`src/design/tgro_pkg.sv`:
```
package tgro_pkg;

  // Field and register widths
  localparam int TILE_W     = 8;
  localparam int COORD_W    = 16;
  localparam int SIZE_W     = 15;
  localparam int IDX_W      = 7;
  localparam int CFG_IDX_W  = 3;
  localparam int CFG_DATA_W = 16;

  // Tile coordinate width in queue entries, covers grids up to 1024 tiles a side
  localparam int CRD_W = 10;

  // Divider: 17-bit dividend, one quotient bit per cycle
  localparam int DIV_W     = 17;
  localparam int DIV_CNT_W = 5;

  // Command queue between front and back
  localparam int QDEPTH  = 4;
  localparam int Q_PTR_W = 2;

  // Empty tile id
  localparam logic signed [COORD_W-1:0] TILE_EMPTY = -16'sd1;

  typedef enum logic [CFG_IDX_W-1:0] {
    CFG_TILE_W   = 3'd0,
    CFG_TILE_H   = 3'd1,
    CFG_MAP_COLS = 3'd2,
    CFG_MAP_ROWS = 3'd3,
    CFG_ORIGIN_X = 3'd4,
    CFG_ORIGIN_Y = 3'd5
  } cfg_reg_t;

  typedef enum logic {
    KIND_WRITE = 1'b0,
    KIND_QUERY = 1'b1
  } kind_t;

  typedef enum logic [1:0] {
    OP_WRITE,
    OP_SCAN,
    OP_RESULT
  } cmd_op_t;

  typedef enum logic [1:0] {
    F_IDLE,
    F_CHECK,
    F_DIV,
    F_PUSH
  } fe_state_t;

  typedef enum logic [1:0] {
    B_CLEAR,
    B_IDLE,
    B_SCAN,
    B_RESULT
  } be_state_t;

  typedef struct packed {
    logic                      kind;
    logic [IDX_W-1:0]          tile_col;
    logic [IDX_W-1:0]          tile_row;
    logic signed [COORD_W-1:0] tile_id;
    logic                      new_map;
    logic signed [COORD_W-1:0] ent_x;
    logic signed [COORD_W-1:0] ent_y;
    logic [SIZE_W-1:0]         ent_w;
    logic [SIZE_W-1:0]         ent_h;
  } in_item_t;

  typedef struct packed {
    logic in_bounds;
    logic hit;
  } out_item_t;

  // Queue entry; a write uses col_lo/row_lo as the tile address
  typedef struct packed {
    cmd_op_t          op;
    logic [CRD_W-1:0] col_lo;
    logic [CRD_W-1:0] col_hi;
    logic [CRD_W-1:0] row_lo;
    logic [CRD_W-1:0] row_hi;
    logic             full;
    logic             in_bounds;
  } cmd_t;

endpackage

```
`src/design/tgro_fifo.sv`:
```
module tgro_fifo (
  input  logic           clk,
  input  logic           rst_n,
  input  logic           push,
  input  tgro_pkg::cmd_t push_data,
  output logic           full,
  input  logic           pop,
  output logic           empty,
  output tgro_pkg::cmd_t head
);

  tgro_pkg::cmd_t                ent_r [tgro_pkg::QDEPTH];
  logic [tgro_pkg::Q_PTR_W-1:0]  wr_ptr_r, wr_ptr_nxt, rd_ptr_r, rd_ptr_nxt;
  logic [tgro_pkg::Q_PTR_W:0]    cnt_r, cnt_nxt;
  logic                          do_push, do_pop;

  assign full    = (cnt_r == (tgro_pkg::Q_PTR_W + 1)'(tgro_pkg::QDEPTH));
  assign empty   = (cnt_r == '0);
  assign head    = ent_r[rd_ptr_r];
  assign do_push = push && !full;
  assign do_pop  = pop && !empty;

  // Advance pointers and count
  always_comb begin
    wr_ptr_nxt = do_push ? wr_ptr_r + 1'b1 : wr_ptr_r;
    rd_ptr_nxt = do_pop ? rd_ptr_r + 1'b1 : rd_ptr_r;
    cnt_nxt    = cnt_r;
    if (do_push && !do_pop) cnt_nxt = cnt_r + 1'b1;
    if (do_pop && !do_push) cnt_nxt = cnt_r - 1'b1;
  end

  always_ff @(posedge clk) begin
    if (!rst_n) begin
      wr_ptr_r <= '0;
      rd_ptr_r <= '0;
      cnt_r    <= '0;
    end else begin
      wr_ptr_r <= wr_ptr_nxt;
      rd_ptr_r <= rd_ptr_nxt;
      cnt_r    <= cnt_nxt;
    end
  end

  always_ff @(posedge clk) begin
    if (do_push) ent_r[wr_ptr_r] <= push_data;
  end

endmodule

```
`config.mk`:
```
export PLATFORM = sky130hd
export DESIGN_NAME = tgro_fifo
export DESIGN_NICKNAME = d
export VERILOG_FILES = /design/src/design/tgro_pkg.sv /design/src/design/tgro_fifo.sv
export SDC_FILE = /design/constraint.sdc
export NUM_CORES = 1
export LEC_CHECK = 0
export BUFFER_PORTS_ARGS = -buffer_cell sky130_fd_sc_hd__buf_4
export CORE_AREA = 2 2 113 115
export CTS_CLUSTER_SIZE = 28
export DETAILED_ROUTE_END_ITERATION = 8
export DIE_AREA = 0 0 115 117
export PLACE_DENSITY = 0.85
export REMOVE_ABC_BUFFERS = 1
export SETUP_SLACK_MARGIN = 0.1
export SYNTH_ARGS = -nofsm -noshare
export SYNTH_HDL_FRONTEND = slang
export SYNTH_SLANG_ARGS = --single-unit
```
`constraint.sdc`:
```
create_clock -name clk -period 2.75 [get_ports clk]
set_input_delay 0.275 -clock clk [delete_from_list [all_inputs] [get_ports clk]]
set_output_delay 0.275 -clock clk [all_outputs]
set_load 0.03 [all_outputs]
```
==> flow_metrics.env <==
export IMPL_run_status="finished clean"
export IMPL_power_total_w=0.00810
export IMPL_fin_nets=446
export IMPL_overflow=0
export IMPL_yosysSeqAreaShare=0.794
export IMPL_clk_pin_slew_ns=0.07
export IMPL_rsz0062_at_grt="no"
export IMPL_synth_fa_ha_area_frac=0.0120
export IMPL_ys_ff_latch=185
export IMPL_slew_violations=0
export IMPL_portBuffers=93
export IMPL_die_h_um=117
export IMPL_cts_inserted_buffers=17
export IMPL_viasPerCell=5.65
export IMPL_fin_ws_ns=0.386
export IMPL_gp_congestion=0.753
export IMPL_cp_data_arrival_time_ns=2.09
export IMPL_via_count=3136
export IMPL_setup_tns_ns=0
export IMPL_layout_worst_path_cycle_share=0.860
export IMPL_worst_ir_drop_vdd_mv=0.553
export IMPL_place_detailed_hpwl_um=7150
export IMPL_clockPowerShare=0.289
export IMPL_synth_top_area_share=0.767
export IMPL_finalHoldViolations=0
export IMPL_p_leak_nw=2.83
export IMPL_period_needed_ns=2.36
export IMPL_holdBufCountCts=0
export IMPL_synth_edf_count=176
export IMPL_hold_path_class="primary input to flip-flop"
export IMPL_drtAntennaViolNets=0
export IMPL_cts_resized=0
export IMPL_synth_most_common_cell="edfxtp_1"
export IMPL_yosys_area_share_simple=0.0178
export IMPL_yosysUniqueCellTypes=24
export IMPL_cap_viol_max_count=0
export IMPL_grt_max_degree=45
export IMPL_switchingPower_w=0.00238
export IMPL_cts_htree_levels=4
export IMPL_endpoint_kind="output port"
export IMPL_fmax_mhz=423
export IMPL_synthTopCellsByCount="edfxtp_1 (176), mux4_2 (44), dfxtp_1 (9)"
export IMPL_cts_sink_count=185
export IMPL_power_density_nw_per_um2=969
export IMPL_synth_compound_area_frac=0.00581
export IMPL_diodes=0
export IMPL_synth_xor_area_share=0.00254
export IMPL_drt_pass1_iterations=4
export IMPL_synth_top_flop_cell="edfxtp_1"
export IMPL_worst_ep_required_time_ns=2.48
export IMPL_post_cts_setup_buffers=0
export IMPL_max_slew_margin_rel=0.621
export IMPL_cts_root_buf="clkbuf_16"
export IMPL_p_sw_frac=0.294
export IMPL_worstSetupStartpointType="flip-flop"
export IMPL_synth_top_family_by_area="multiplexers"
export IMPL_wl_per_cell_um=21.0
export IMPL_start_util=0.559
export IMPL_synthCells=284
export IMPL_dieArea_sq_um=13500
export IMPL_fillerInstances=791
export IMPL_cts_path_max_buffers=2
export IMPL_grt_use_total=0.187
export IMPL_clk_latency_ns=0.42
export IMPL_finalSetupViolCount=0
export IMPL_synth_area_sq_um=6890
export IMPL_worstPathMaxFanout=20
export IMPL_synthTopCellsByArea="edfxtp_1 (77%), mux4_2 (14%), dfxtp_1 (2.6%)"
export IMPL_tightest_slew_ns=0.569
export IMPL_drive_gt1_frac=0.452
export IMPL_top_level_ports=94
export IMPL_async_reset_ff_frac=0
export IMPL_wl_um=11700
export IMPL_power_frac_comb=0.270
export IMPL_grt_pass1_vias=3324
export IMPL_seq_power_share=0.441
export IMPL_ys_warn_count=0
export IMPL_dr_first_iter_drc_count=209
export IMPL_muxShareOfSynthArea=0.147
export IMPL_area_growth_pct=21.4
export IMPL_grt_pass1_wl_um=17800
export IMPL_cts_tree="built"
export IMPL_die_w_um=115
export IMPL_coreArea_sq_um=12300
export IMPL_drc=0
export IMPL_critPathKind="flip-flop to output port"
export IMPL_rows=41
export IMPL_antenna_found_initial=0
export IMPL_pre_cts_slack_ns=0.578
export IMPL_synth_area_per_cell_sq_um=24.2
export IMPL_skew_ns=0.00418
export IMPL_synth_area_leader_cell="edfxtp_1"
export IMPL_intPower_w=0.00571
-- worst paths after layout --
kind	cells past startpoint	to	slack, ns	from
worst max-delay path	3	head[26]	0.39	flip-flop
worst min-delay path	1	ent_r[3][6]	0.05	push_data[6]
worst max register to register	9	cnt_r[2]	0.56	cnt_r[2]
worst min register to register	2	wr_ptr_r[1]	0.50	wr_ptr_r[1]
-- placed cells by master, fill, tap and decap left out, types with 3 or more instances in the layout --
master	n
edfxtp_1	176
buf_4	96
mux4_2	44
clkbuf_16	17
nand2_1	7
dfxtp_1	7
inv_1	5
o21ai_0	5
ha_1	5
clkinv_4	5
buf_12	5
and2_2	4
clkinv_1	3
-- cell families (layout without fill, tap and decap cells) --
logic type,count (synthesis),count (layout)
adders and majority gates,6,6
AOI/OAI and AO/OA,7,7
muxes,46,46
DFF,185,185
and+or+nand+nor,20,20
buffers and inverters,18,139
xor gates and xnor gates,2,2
-- per-stage QoR --
stage	cell area [sq um]	std cells	util	hold WS (ns)
6_report	8360	555	0.679	0.0467
3_5_place_dp	7780	523	0.632	0.479
4_1_cts	8360	555	0.679	0.0283
2_1_floorplan	6760	272	-	0.374
5_1_grt	8360	555	0.679	0.0304
3_3_place_gp	7780	523	0.632	0.468
-- critical path: stages, from the launching register on --
cell	delay (ns)
dfxtp_4	0.62
buf_4	0.28
mux4_2	0.56
buf_4	0.19
-- final cells by class --
| type | instances | area, sq um | share of cell area |
|---|---|---|---|
| Sequential cell | 185 | 5470 | 0.654 |
| Tap cell | 150 | 188 | 0.0225 |
| Multi-Input combinational cell | 81 | 1280 | 0.153 |
| Clock buffer | 17 | 425 | 0.0509 |
| Inverter | 6 | 22.5 | 0.00269 |
| Clock inverter | 15 | 153 | 0.0183 |
| Timing Repair Buffer | 101 | 821 | 0.0982 |
-- sequential cells by signal, summed over array words and instances (netlist names), named ones only --
signal / cells
cnt_r: 3
ent_r: 176
rd_ptr_r: 2
wr_ptr_r: 2
-- power by group through the flow --
stage	clock network (W)	logic [W]	registers, W
after floorplan	0	0.00136	0.00366
after global placement	0	0.00216	0.00361
after detailed placement	0	0.00221	0.00364
after CTS	0.00238	0.00222	0.00358
after global routing	0.00248	0.00232	0.00361
final	0.00234	0.00218	0.00357
-- layer usage --
metal / wire, um / vias to the layer above / track usage
li1: - / 1397 / -
met1: 4910 / 1646 / 0.233
met2: 6050 / 76 / 0.309
met3: 549 / 17 / 0.0597
met4: 174 / 0 / 0.0771
met5: 0 / - / 0
No activity file was read; power rests on OpenSTA's default activity.
